**src/rtl/leb128_varint_codec_core_assert.svh**
```systemverilog
// ----------------------------------------------------------------------------
// leb128 codec assertion macros
// concurrent assertion shorthands used by the codec control module lvc_ctrl
// ----------------------------------------------------------------------------
`ifndef LEB128_VARINT_CODEC_CORE_ASSERT_SVH
`define LEB128_VARINT_CODEC_CORE_ASSERT_SVH

// same-cycle implication
`define LVC_ASSERT_IMP(label, clk, rst, ante, cons, msg) \
   label: assert property (@(posedge clk) disable iff (rst) (ante) |-> (cons)) \
      else $error(msg);

// next-cycle implication
`define LVC_ASSERT_NXT(label, clk, rst, ante, cons, msg) \
   label: assert property (@(posedge clk) disable iff (rst) (ante) |=> (cons)) \
      else $error(msg);

`endif

```
**src/rtl/lvc_pkg.sv**
```systemverilog
// ----------------------------------------------------------------------------
// lvc_pkg
// shared types and constants of the leb128 varint codec
// ----------------------------------------------------------------------------
package lvc_pkg;

   localparam int unsigned MAX_DECODE_BYTES = 9;
   localparam logic [3:0]  MAX_CNT          = 4'(MAX_DECODE_BYTES);
   localparam int unsigned GROUP_BITS       = 7;
   localparam int unsigned ACC_W            = 63;
   localparam int unsigned SR_W             = 64 - GROUP_BITS;

   typedef enum logic [0:0] {
      OP_DECODE = 1'b0,
      OP_ENCODE = 1'b1
   } opcode_type;

   typedef enum logic [0:0] {
      KIND_BYTE    = 1'b0,
      KIND_OUTCOME = 1'b1
   } kind_type;

   typedef enum logic [1:0] {
      STAT_OK      = 2'd0,
      STAT_INVALID = 2'd1,
      STAT_SHORT   = 2'd2
   } status_type;

   typedef enum logic [0:0] {
      ST_IDLE   = 1'b0,
      ST_ENCODE = 1'b1
   } state_type;

   typedef enum logic [1:0] {
      CMD_NONE      = 2'd0,
      CMD_DECODE    = 2'd1,
      CMD_ENC_FIRST = 2'd2,
      CMD_ENC_NEXT  = 2'd3
   } cmd_type;

   typedef struct packed {
      logic dec_done;
      logic first_more;
      logic next_more;
   } dp_status_type;

endpackage

```
**src/rtl/lvc_datapath.sv**
```systemverilog
// ----------------------------------------------------------------------------
// lvc_datapath
// decode accumulator, encode shift register, mode bit and result registers
// ----------------------------------------------------------------------------
module lvc_datapath
   import lvc_pkg::*;
(
   input  logic          clock,
   input  logic          reset,
   input  logic          csr_wr_en,
   input  logic          csr_wr_data,
   input  cmd_type       cmd,
   output dp_status_type status,
   input  logic [7:0]    req_data_byte,
   input  logic          req_buffer_last,
   input  logic [63:0]   req_value_in,
   output logic          rsp_result_kind,
   output logic [7:0]    rsp_out_byte,
   output logic [63:0]   rsp_decoded_value,
   output logic [3:0]    rsp_consumed_count,
   output logic [1:0]    rsp_status,
   output logic          rsp_last_of_run
);

   logic             zz_ff;
   logic [ACC_W-1:0] acc_ff, acc_in;
   logic [3:0]       cnt_ff, cnt_in;
   logic [SR_W-1:0]  sr_ff, sr_in;

   logic             kind_ff, kind_in;
   logic [7:0]       byte_ff, byte_in;
   logic [63:0]      value_ff, value_in;
   logic [3:0]       count_ff, count_in;
   logic [1:0]       stat_ff, stat_in;
   logic             last_ff, last_in;
   logic             load;

   logic             over;
   logic [5:0]       shamt;
   logic [ACC_W-1:0] acc_new;
   logic [3:0]       cnt_new;
   logic [63:0]      dec_val;
   logic [63:0]      zig;
   logic             first_more;
   logic             next_more;

   always_comb begin
      over    = cnt_ff >= MAX_CNT;
      shamt   = 6'({cnt_ff, 3'b000} - {3'b000, cnt_ff});
      acc_new = acc_ff | (ACC_W'(req_data_byte[6:0]) << shamt);
      cnt_new = cnt_ff + 4'd1;
      if (zz_ff) begin
         dec_val = {2'b00, acc_new[ACC_W-1:1]} ^ {64{acc_new[0]}};
      end else begin
         dec_val = {1'b0, acc_new};
      end
      if (zz_ff) begin
         zig = {req_value_in[62:0], 1'b0} ^ {64{req_value_in[63]}};
      end else begin
         zig = req_value_in;
      end
      first_more = |zig[63:GROUP_BITS];
      next_more  = |sr_ff[SR_W-1:GROUP_BITS];
   end

   assign status.dec_done   = over || !req_data_byte[7] || req_buffer_last;
   assign status.first_more = first_more;
   assign status.next_more  = next_more;

   always_comb begin
      acc_in   = acc_ff;
      cnt_in   = cnt_ff;
      sr_in    = sr_ff;
      load     = 1'b0;
      kind_in  = KIND_BYTE;
      byte_in  = 8'd0;
      value_in = 64'd0;
      count_in = 4'd0;
      stat_in  = STAT_OK;
      last_in  = 1'b0;
      unique case (cmd)
         CMD_DECODE: begin
            kind_in = KIND_OUTCOME;
            if (over) begin
               load     = 1'b1;
               stat_in  = STAT_INVALID;
               count_in = cnt_ff;
               acc_in   = '0;
               cnt_in   = 4'd0;
            end else if (!req_data_byte[7]) begin
               load     = 1'b1;
               stat_in  = STAT_OK;
               value_in = dec_val;
               count_in = cnt_new;
               acc_in   = '0;
               cnt_in   = 4'd0;
            end else if (req_buffer_last) begin
               load     = 1'b1;
               stat_in  = STAT_SHORT;
               count_in = cnt_new;
               acc_in   = '0;
               cnt_in   = 4'd0;
            end else begin
               acc_in = acc_new;
               cnt_in = cnt_new;
            end
         end
         CMD_ENC_FIRST: begin
            load    = 1'b1;
            byte_in = {first_more, zig[GROUP_BITS-1:0]};
            last_in = !first_more;
            sr_in   = zig[63:GROUP_BITS];
         end
         CMD_ENC_NEXT: begin
            load    = 1'b1;
            byte_in = {next_more, sr_ff[GROUP_BITS-1:0]};
            last_in = !next_more;
            sr_in   = SR_W'(sr_ff[SR_W-1:GROUP_BITS]);
         end
         default: begin
            load = 1'b0;
         end
      endcase
   end

   always_ff @(posedge clock) begin
      if (reset) begin
         zz_ff  <= 1'b0;
         acc_ff <= '0;
         cnt_ff <= 4'd0;
      end else begin
         if (csr_wr_en) begin
            zz_ff <= csr_wr_data;
         end
         acc_ff <= acc_in;
         cnt_ff <= cnt_in;
      end
   end

   always_ff @(posedge clock) begin
      sr_ff <= sr_in;
      if (load) begin
         kind_ff  <= kind_in;
         byte_ff  <= byte_in;
         value_ff <= value_in;
         count_ff <= count_in;
         stat_ff  <= stat_in;
         last_ff  <= last_in;
      end
   end

   assign rsp_result_kind    = kind_ff;
   assign rsp_out_byte       = byte_ff;
   assign rsp_decoded_value  = value_ff;
   assign rsp_consumed_count = count_ff;
   assign rsp_status         = stat_ff;
   assign rsp_last_of_run    = last_ff;

endmodule

```
**src/rtl/lvc_ctrl.sv**
```systemverilog
// ----------------------------------------------------------------------------
// lvc_ctrl
// handshake control and encode sequencing for the leb128 codec
// ----------------------------------------------------------------------------
`include "leb128_varint_codec_core_assert.svh"

module lvc_ctrl
   import lvc_pkg::*;
(
   input  logic          clock,
   input  logic          reset,
   input  logic          req_valid,
   output logic          req_stall,
   input  logic          req_opcode,
   output logic          rsp_valid,
   input  logic          rsp_stall,
   output cmd_type       cmd,
   input  dp_status_type status
);

   state_type state_ff, state_in;
   logic      rsp_valid_ff, rsp_valid_in;
   logic      out_free;

   always_ff @(posedge clock) begin
      if (reset) begin
         state_ff     <= ST_IDLE;
         rsp_valid_ff <= 1'b0;
      end else begin
         state_ff     <= state_in;
         rsp_valid_ff <= rsp_valid_in;
      end
   end

   always_comb begin
      out_free     = !rsp_valid_ff || !rsp_stall;
      state_in     = state_ff;
      rsp_valid_in = rsp_valid_ff && rsp_stall;
      req_stall    = 1'b1;
      cmd          = CMD_NONE;
      unique case (state_ff)
         ST_IDLE: begin
            req_stall = !out_free;
            if (req_valid && out_free) begin
               if (req_opcode == OP_ENCODE) begin
                  cmd          = CMD_ENC_FIRST;
                  rsp_valid_in = 1'b1;
                  if (status.first_more) begin
                     state_in = ST_ENCODE;
                  end
               end else begin
                  cmd = CMD_DECODE;
                  if (status.dec_done) begin
                     rsp_valid_in = 1'b1;
                  end
               end
            end
         end
         ST_ENCODE: begin
            if (out_free) begin
               cmd          = CMD_ENC_NEXT;
               rsp_valid_in = 1'b1;
               if (!status.next_more) begin
                  state_in = ST_IDLE;
               end
            end
         end
         default: begin
            state_in = ST_IDLE;
         end
      endcase
   end

   assign rsp_valid = rsp_valid_ff;

   `LVC_ASSERT_IMP(a_encode_holds_req, clock, reset, state_ff == ST_ENCODE, req_stall, "item taken during encode run")
   `LVC_ASSERT_NXT(a_encode_emits, clock, reset, req_valid && !req_stall && req_opcode == OP_ENCODE, rsp_valid_ff, "encode item gave no byte")
   `LVC_ASSERT_NXT(a_run_ends, clock, reset, cmd == CMD_ENC_NEXT && !status.next_more, state_ff == ST_IDLE, "encode run did not end")

endmodule

```
**src/rtl/leb128_varint_codec_core.sv**
```systemverilog
// ----------------------------------------------------------------------------
// leb128_varint_codec_core
// LEB128 varint codec with optional zigzag signed mapping. A decode item
// carries one byte; an outcome appears when a number ends, runs short or
// overruns. An encode item emits one byte per cycle from a shift register
// unless the output stalls, 1 to 10 bytes per value, and no new item is
// taken until its last byte is loaded. The registered result stage lets the
// next item in while a result waits, if that result is taken in the same cycle.
// ----------------------------------------------------------------------------
module leb128_varint_codec_core
   import lvc_pkg::*;
(
   input  logic        clock,
   input  logic        reset,
   input  logic        csr_wr_en,
   input  logic        csr_wr_data,
   input  logic        req_valid,
   output logic        req_stall,
   input  logic        req_opcode,
   input  logic [7:0]  req_data_byte,
   input  logic        req_buffer_last,
   input  logic [63:0] req_value_in,
   output logic        rsp_valid,
   input  logic        rsp_stall,
   output logic        rsp_result_kind,
   output logic [7:0]  rsp_out_byte,
   output logic [63:0] rsp_decoded_value,
   output logic [3:0]  rsp_consumed_count,
   output logic [1:0]  rsp_status,
   output logic        rsp_last_of_run
);

   cmd_type       cmd;
   dp_status_type status;

   lvc_ctrl u_ctrl (
      .clock      (clock),
      .reset      (reset),
      .req_valid  (req_valid),
      .req_stall  (req_stall),
      .req_opcode (req_opcode),
      .rsp_valid  (rsp_valid),
      .rsp_stall  (rsp_stall),
      .cmd        (cmd),
      .status     (status)
   );

   lvc_datapath u_datapath (
      .clock              (clock),
      .reset              (reset),
      .csr_wr_en          (csr_wr_en),
      .csr_wr_data        (csr_wr_data),
      .cmd                (cmd),
      .status             (status),
      .req_data_byte      (req_data_byte),
      .req_buffer_last    (req_buffer_last),
      .req_value_in       (req_value_in),
      .rsp_result_kind    (rsp_result_kind),
      .rsp_out_byte       (rsp_out_byte),
      .rsp_decoded_value  (rsp_decoded_value),
      .rsp_consumed_count (rsp_consumed_count),
      .rsp_status         (rsp_status),
      .rsp_last_of_run    (rsp_last_of_run)
   );

endmodule
```
**config.mk**
```make
export PLATFORM = sky130hd
export DESIGN_NAME = leb128_varint_codec_core
export DESIGN_NICKNAME = d
export VERILOG_FILES = /design/src/rtl/lvc_pkg.sv /design/src/rtl/lvc_datapath.sv /design/src/rtl/lvc_ctrl.sv /design/src/rtl/leb128_varint_codec_core.sv
export VERILOG_INCLUDE_DIRS = /design/src /design/src/rtl
export SDC_FILE = /design/constraint.sdc
export NUM_CORES = 1
export LEC_CHECK = 0
export BUFFER_PORTS_ARGS = -buffer_cell sky130_fd_sc_hd__buf_2
export CAP_MARGIN = 40
export CORE_UTILIZATION = 35
export DETAILED_ROUTE_END_ITERATION = 6
export GPL_TIMING_DRIVEN = 0
export PLACE_DENSITY_LB_ADDON = 0.25
export SLEW_MARGIN = 5
export SYNTH_ARGS = -nofsm -noshare
export SYNTH_HDL_FRONTEND = slang
export SYNTH_HIERARCHICAL = 1
export SYNTH_SLANG_ARGS = --single-unit
```
**constraint.sdc**
```tcl
create_clock -name clock -period 3.4 [get_ports clock]
set_input_delay 0.17 -clock clock [delete_from_list [all_inputs] [get_ports clock]]
set_output_delay 0.17 -clock clock [all_outputs]
set_load 0.05 [all_outputs]
```
==> flow_metrics.py, run 1 <==
metrics = {
    "status": {
        "outcome": "finished clean",
    },
    "synth": {
        "yosysTopAreaCellShare_pct": 35.8,
        "ys_ff_latch": 207,
        "synthSimpleGateAreaFrac_pct": 19.3,
        "synth_commonest_cells": "nand2_1 (175), edfxtp_1 (137), nor2_1 (118)",
        "synthCells": 1249,
        "synth_edf_count": 137,
        "ys_types": 78,
        "syn_area_per_cell_um2": 9.19,
        "synthMuxAreaShare_pct": 2.43,
        "synth_fa_ha_area_share_pct": 0.436,
        "syn-cell-area_um2": 11500,
        "ys.flop_type": "edfxtp_1",
        "yosysTopAreaCell": "edfxtp_1",
        "synth_nets": 1333,
        "synth_area_leaders": "edfxtp_1 (36%), dfxtp_1 (12%), nand2_1 (5.7%), xnor2_1 (5.6%), o21ai_0 (5.0%)",
        "yosysWarnings": 6,
        "async_flop_share_pct": 0,
        "synth_top_family_by_area": "compound AO/OA/AOI/OAI gates",
        "synth_compound_area_share_pct": 19.5,
        "seq_area_frac_synth_pct": 48.0,
        "synth-xor-area-share_pct": 5.93,
        "yosysMostFrequentCell": "nand2_1",
    },
    "route": {
        "wire_per_inst_um": 20.1,
        "route.detailed.drc": 0,
        "antenna_left": 0,
        "dr.pass1.iters": 5,
        "vias": 10729,
        "vias_per_cell": 5.66,
        "drt-initial-drc-count": 1043,
        "routed_wl_um": 38100,
    },
    "floorplan": {
        "initial_core_util_pct": 36.0,
        "die_x_um": 183,
        "num_rows": 65,
        "ios": 162,
        "core_area_um2": 31900,
        "die_h_um": 183,
        "die-area_um2": 33500,
    },
    "cts": {
        "htree_levels": 1,
        "clk_pin_slew_ns": 0.07,
        "cts_buffers": 24,
        "ctsRootBufferMaster": "clkbuf_16",
        "cts_tree": "done",
        "post_cts_buffers": 0,
        "clockBufferDepth": 3,
        "cts.sinks": 207,
        "clock_latency_ns": 0.52,
    },
    "placement": {
        "portBuffers": 161,
        "dp.cells": 1846,
        "gp_congestion": 0.924,
        "dp_slack_ns": -0.301,
        "post-dp-hpwl_um": 28200,
    },
    "global_routing": {
        "grt_pass1_vias": 9818,
        "grtUsageTotal_pct": 22.2,
        "grt-ovfl-total": 0,
        "grt_pass1_wl_um": 57300,
        "antenna_found_initial": 0,
        "grt_max_degree": 58,
    },
    "timing": {
        "fin_hold_ws_ns": 0.0665,
        "skew_ns": 0.0149,
        "setup_viol": 0,
        "setup_slack_ns": 0.0809,
        "drv_slew": 0,
        "min_period_ns": 3.32,
        "rsz0062_at_grt": "no",
        "maxSlewHeadroom_pct": 43.6,
        "fin_crit_sh_pct": 97.6,
        "fmax_mhz": 301,
        "tightest_slew_ns": 0.843,
        "finalHoldViolCount": 0,
    },
    "critical_path": {
        "critPathMaxStageDelay_ns": 0.44,
        "startpoint_type": "flip-flop",
        "crit_path_frequent_cell": "buf_4",
        "worstSetupEndpointType": "flip-flop",
        "crit_arrival_ns": 3.59,
        "cpMaxStageDelayCell": "nor3b_4",
        "path_max_fanout": 10,
        "cp_top_family": "simple AND/OR/NAND/NOR gates",
        "worstPathRequired_ns": 3.67,
        "critical_path_class": "flip-flop to flip-flop",
        "critPathBufInv": 5,
        "crit_path_cell_trace": "buf_6 > inv_2 > buf_4 > ha_1 > buf_4 > nand2b_1 > o21ai_2 > nand2_1 > nor3b_4 > nand2_2 > buf_2 > o221ai_1",
    },
    "final_layout": {
        "final_cells": 1897,
        "final_core_util_pct": 43.4,
        "antenna_cells": 0,
        "fillers": 3239,
        "layout-drive-gt1-share_pct": 19.8,
        "ff_latch_area_um2": 5520,
        "multi_input_comb_area_um2": 5560,
        "area_growth_pct": 20.6,
        "layout.nets": 1528,
    },
    "pwr": {
        "switching_share_pct": 31.4,
        "p_clk_share_pct": 36.9,
        "seqPwrFrac_pct": 42.0,
        "leakage_nw": 4.83,
        "p_sw_mw": 2.25,
        "power.density_nw_per_um2": 518,
        "finalPower_mw": 7.18,
        "ir_drop_mv": 0.349,
        "p_int_mw": 4.93,
        "pwr-share-comb_pct": 21.1,
    },
    "flow_run": {
        "maxCapViolCount": 0,
    },
    "worst_hold_path": {
        "min_path_type": "input port to flip-flop",
    },
}
-- through the flow --
stage	area [µm²]	setup TNS [ns]
2_1_floorplan	11500	0
3_3_place_gp	12800	-26.33
3_5_place_dp	12900	-4.30
4_1_cts	13800	-0.000724
5_1_grt	13800	0
6_report	13800	0
-- registers in the layout, summed over array words and instances, names as in the netlist --
signal / count
u_datapath/rsp_decoded_value: 64
u_datapath/acc_ff: 63
u_datapath/sr_ff: 57
u_datapath/rsp_out_byte: 8
u_datapath/cnt_ff: 4
u_datapath/rsp_consumed_count: 4
u_datapath/rsp_status: 2
u_ctrl/rsp_valid: 1
u_ctrl/state_ff: 1
u_datapath/rsp_last_of_run: 1
u_datapath/rsp_result_kind: 1
u_datapath/zz_ff: 1
-- routing by layer --
layer | part of all wire, % | track usage (%) | wire [µm]
met5 | 0 | 0 | 0
met4 | 3.0 | 7.23 | 1130
met3 | 8.3 | 3.87 | 3140
met2 | 46 | 35.3 | 17400
met1 | 43 | 30.6 | 16400
-- power by group through the flow --
stage	combinational [mW]	clock, mW	sequential [mW]
4_1_cts	1.49	2.71	3.02
3_3_place_gp	1.46	0	3.08
5_1_grt	1.61	2.81	3.04
2_1_floorplan	0.617	0	3.46
6_report	1.51	2.64	3.02
3_5_place_dp	1.48	0	3.07
-- worst paths after layout --
check / cells past startpoint / end / start / slack (ns)
setup / recovery: 12 / u_datapath/rsp_decoded_value[1]$_SDFFCE_PP0P_ / u_datapath/cnt_ff[0]$_SDFFE_PP0P_ / 0.08
hold / removal: 2 / u_datapath/rsp_decoded_value[0]$_SDFFCE_PP0P_ / req_data_byte[7] / 0.07
setup reg to reg: 12 / u_datapath/rsp_decoded_value[1]$_SDFFCE_PP0P_ / u_datapath/cnt_ff[0]$_SDFFE_PP0P_ / 0.08
hold reg to reg: 2 / u_datapath/acc_ff[54]$_SDFFE_PP0P_ / u_datapath/acc_ff[54]$_SDFFE_PP0P_ / 0.48
-- cell type report --
cell class	instances	area share, %
multi-input cells	932	40.2
flip-flops and latches	207	39.9
repair buffers	169	6.47
clock buffers	34	5.13
well taps	435	3.93
plain buffers	98	3.38
clock inverters	10	0.723
inverters	12	0.325
-- worst reg2reg max path, cell delays in order, from the launching register on --
cell,delay [ns]
dfxtp_4,0.38
buf_6,0.16
inv_2,0.05
buf_4,0.16
ha_1,0.16
buf_4,0.18
nand2b_1,0.13
o21ai_2,0.29
nand2_1,0.22
nor3b_4,0.44
nand2_2,0.24
buf_2,0.26
o221ai_1,0.39
-- logic make-up (layout without fill, tap and decap cells) --
group / after synthesis / in the layout
AND/OR/NAND/NOR: 478 / 478
multiplexers: 25 / 25
AO/OA/AOI/OAI: 349 / 349
XOR/XNOR: 76 / 76
flip-flops: 207 / 207
buffers and inverters: 110 / 323
adder cells (fa/ha/maj): 4 / 4
-- cell usage in the layout (no fill, tap or decap), drive strengths merged, types with 13 or more instances in the layout --
cell | Yosys | final
buf | 49 | 210
nand2 | 175 | 175
edfxtp | 137 | 137
o21ai | 121 | 121
nor2 | 119 | 119
a21oi | 89 | 89
clkbuf | 49 | 84
xnor2 | 74 | 74
dfxtp | 70 | 70
nor3 | 62 | 62
o221ai | 35 | 35
nand3 | 25 | 25
nor4 | 23 | 23
a31oi | 22 | 22
mux2i | 20 | 20
and2 | 16 | 16
a211oi | 13 | 13
a22oi | 13 | 13
-- repair_timing --
item / 4_1_cts / 5_1_grt
hold endpoints to repair: 6 / 0
gates resized for setup: 10 / 21
setup endpoints to repair: 51 / 40
pin swaps: 0 / 1
hold buffers: 7 / 0
Note: power is estimated with default switching activity, not from simulation.
==> run 2: changes to the inputs <==
CORE_UTILIZATION = 53   (was 35)
==> run 2 against run 1 <==
Effect of this change: sequential share of layout area up 0.77 points; global-route usage rose by 10 points; die area shrank 34%; highest routed layer unchanged; final cell count down 8.8%; largest power group unchanged.
==> flow_metrics.py, run 2 (synthesis results as in run 1) <==
metrics = {
    "critical_path": {
        "r2r_cells": 12,
        "worstSetupEndpointType": "flip-flop",
        "crit_arrival_ns": 3.62,
        "worstPathRequired_ns": 3.67,
        "critical_path_class": "flip-flop to flip-flop",
        "path_max_fanout": 10,
        "startpoint_type": "flip-flop",
    },
    "cts": {
        "ctsRootBufferMaster": "clkbuf_16",
        "clock_latency_ns": 0.52,
        "cts_tree": "done",
        "htree_levels": 1,
        "cts.sinks": 207,
        "cts_buffers": 22,
        "clockBufferDepth": 3,
        "clk_pin_slew_ns": 0.06,
    },
    "floorplan": {
        "die_x_um": 149,
        "num_rows": 53,
        "die-area_um2": 22300,
        "die_h_um": 149,
        "ios": 162,
        "initial_core_util_pct": 54.3,
        "core_area_um2": 21200,
    },
    "global_routing": {
        "grt-ovfl-total": 0,
        "antenna_found_initial": 0,
        "grt_max_degree": 71,
        "grtUsageTotal_pct": 32.2,
        "grt_pass1_wl_um": 54700,
        "grt_pass1_vias": 9844,
    },
    "worst_hold_path": {
        "min_path_type": "input port to flip-flop",
        "hold_depth": 3,
    },
    "final_layout": {
        "layout.nets": 1525,
        "antenna_cells": 0,
        "area_growth_pct": 18.3,
        "final_cells": 1731,
        "layout_common_cells": "buf_2 (185), nand2_1 (174), edfxtp_1 (137)",
        "layout-drive-gt1-share_pct": 19.9,
        "largest_reg_flops": 64,
        "final_common_cell": "buf_2",
    },
    "timing": {
        "skew_ns": 0.0181,
        "fin_crit_sh_pct": 98.5,
        "setup_viol": 0,
        "drv_slew": 0,
        "finalSetupTns_ns": 0,
        "fmax_mhz": 299,
        "min_period_ns": 3.35,
        "maxSlewHeadroom_pct": 40.8,
        "tightest_slew_ns": 0.883,
        "finalHoldViolCount": 0,
    },
    "route": {
        "wire_per_inst_um": 20.7,
        "vias": 10728,
        "drt-initial-drc-count": 1244,
        "vias_per_cell": 6.20,
        "route.detailed.drc": 0,
        "routed_wl_um": 35800,
        "antenna_left": 0,
        "dr.pass1.iters": 6,
    },
    "placement": {
        "post-dp-hpwl_um": 26200,
        "dp.cells": 1687,
        "gp_congestion": 0.966,
        "portBuffers": 161,
    },
    "pwr": {
        "leakage_nw": 4.79,
        "ir_drop_mv": 0.326,
        "power.density_nw_per_um2": 500,
    },
    "status": {
        "outcome": "finished clean",
    },
    "flow_run": {
        "maxCapViolCount": 0,
    },
}
==> run 2: metrics by stage <==
step / worst slack (ns) / power [mW] / hold slack [ns] / utilization [%] / instance area, µm²
finish: 0.0526 / 6.79 / 0.0314 / 64.2 / 13600
global route: -0.0158 / 7.02 / 0.0322 / 64.2 / 13600
CTS: 0.00924 / 6.78 / 0.0125 / 63.5 / 13400
detailed placement: -0.368 / 4.53 / 0.457 / 60.0 / 12700
global placement: -0.318 / 4.50 / 0.449 / 59.7 / 12600
floorplan: 0.491 / 4.08 / 0.239 / - / 11500
==> run 2: worst paths after layout <==
check,startpoint,end,slack [ns]
worst min register to register,u_datapath/acc_ff[7]$_SDFFE_PP0P_,u_datapath/acc_ff[7]$_SDFFE_PP0P_,0.48
worst min-delay path,req_opcode,u_ctrl/state_ff$_SDFF_PP0_,0.03
worst max-delay path,u_datapath/cnt_ff[0]$_SDFFE_PP0P_,u_datapath/rsp_decoded_value[3]$_SDFFCE_PP0P_,0.05
worst max register to register,u_datapath/cnt_ff[0]$_SDFFE_PP0P_,u_datapath/rsp_decoded_value[3]$_SDFFCE_PP0P_,0.05
==> run 2: repair_timing <==
| item | CTS | global route |
|---|---|---|
| pin swaps | 0 | 1 |
| setup buffers | 0 | 1 |
| hold buffers | 5 | 0 |
| hold endpoints to repair | 6 | 0 |
| endpoints found under the setup margin | 49 | 56 |
| cloned | 0 | 0 |
| gates resized for setup | 7 | 37 |
==> run 2: where the power goes <==
group          leakage, nW  switching [mW]  internal (mW)
sequential            1.93          0.0767           2.94
combinational         2.53            1.13          0.390
clock                0.330           0.956           1.30
==> run 2: area by class of cell <==
class                           instances  area (µm²)
Buffer                                 97         470
Timing Repair Buffer                  169         911
Inverter                               12        45.0
Clock buffer                           35         641
Multi-Input combinational cell        932        5610
Clock inverter                          4        37.5
Fill cell                            1791        7570
Tap cell                              275         344
Sequential cell                       207        5520
==> run 2: critical path: stages, from the launching register on <==
cell      delay, ns
dfxtp_4        0.38
buf_6          0.16
inv_2          0.06
buf_4          0.18
ha_1           0.16
buf_4          0.18
nand2b_1       0.14
o21ai_4        0.25
nand2_1        0.24
nor3b_4        0.42
nand2_1        0.27
clkbuf_4       0.29
o221ai_1       0.37
==> run 2: layer usage <==
metal  GRT usage (%)  vias to the layer above  share of wire, %
met1            46.6                     5059                43
met2            49.0                      615                44
met3            6.51                       65                11
li1                -                     4989                 -
met4            8.72                        0               2.5
met5               0                        -                 0
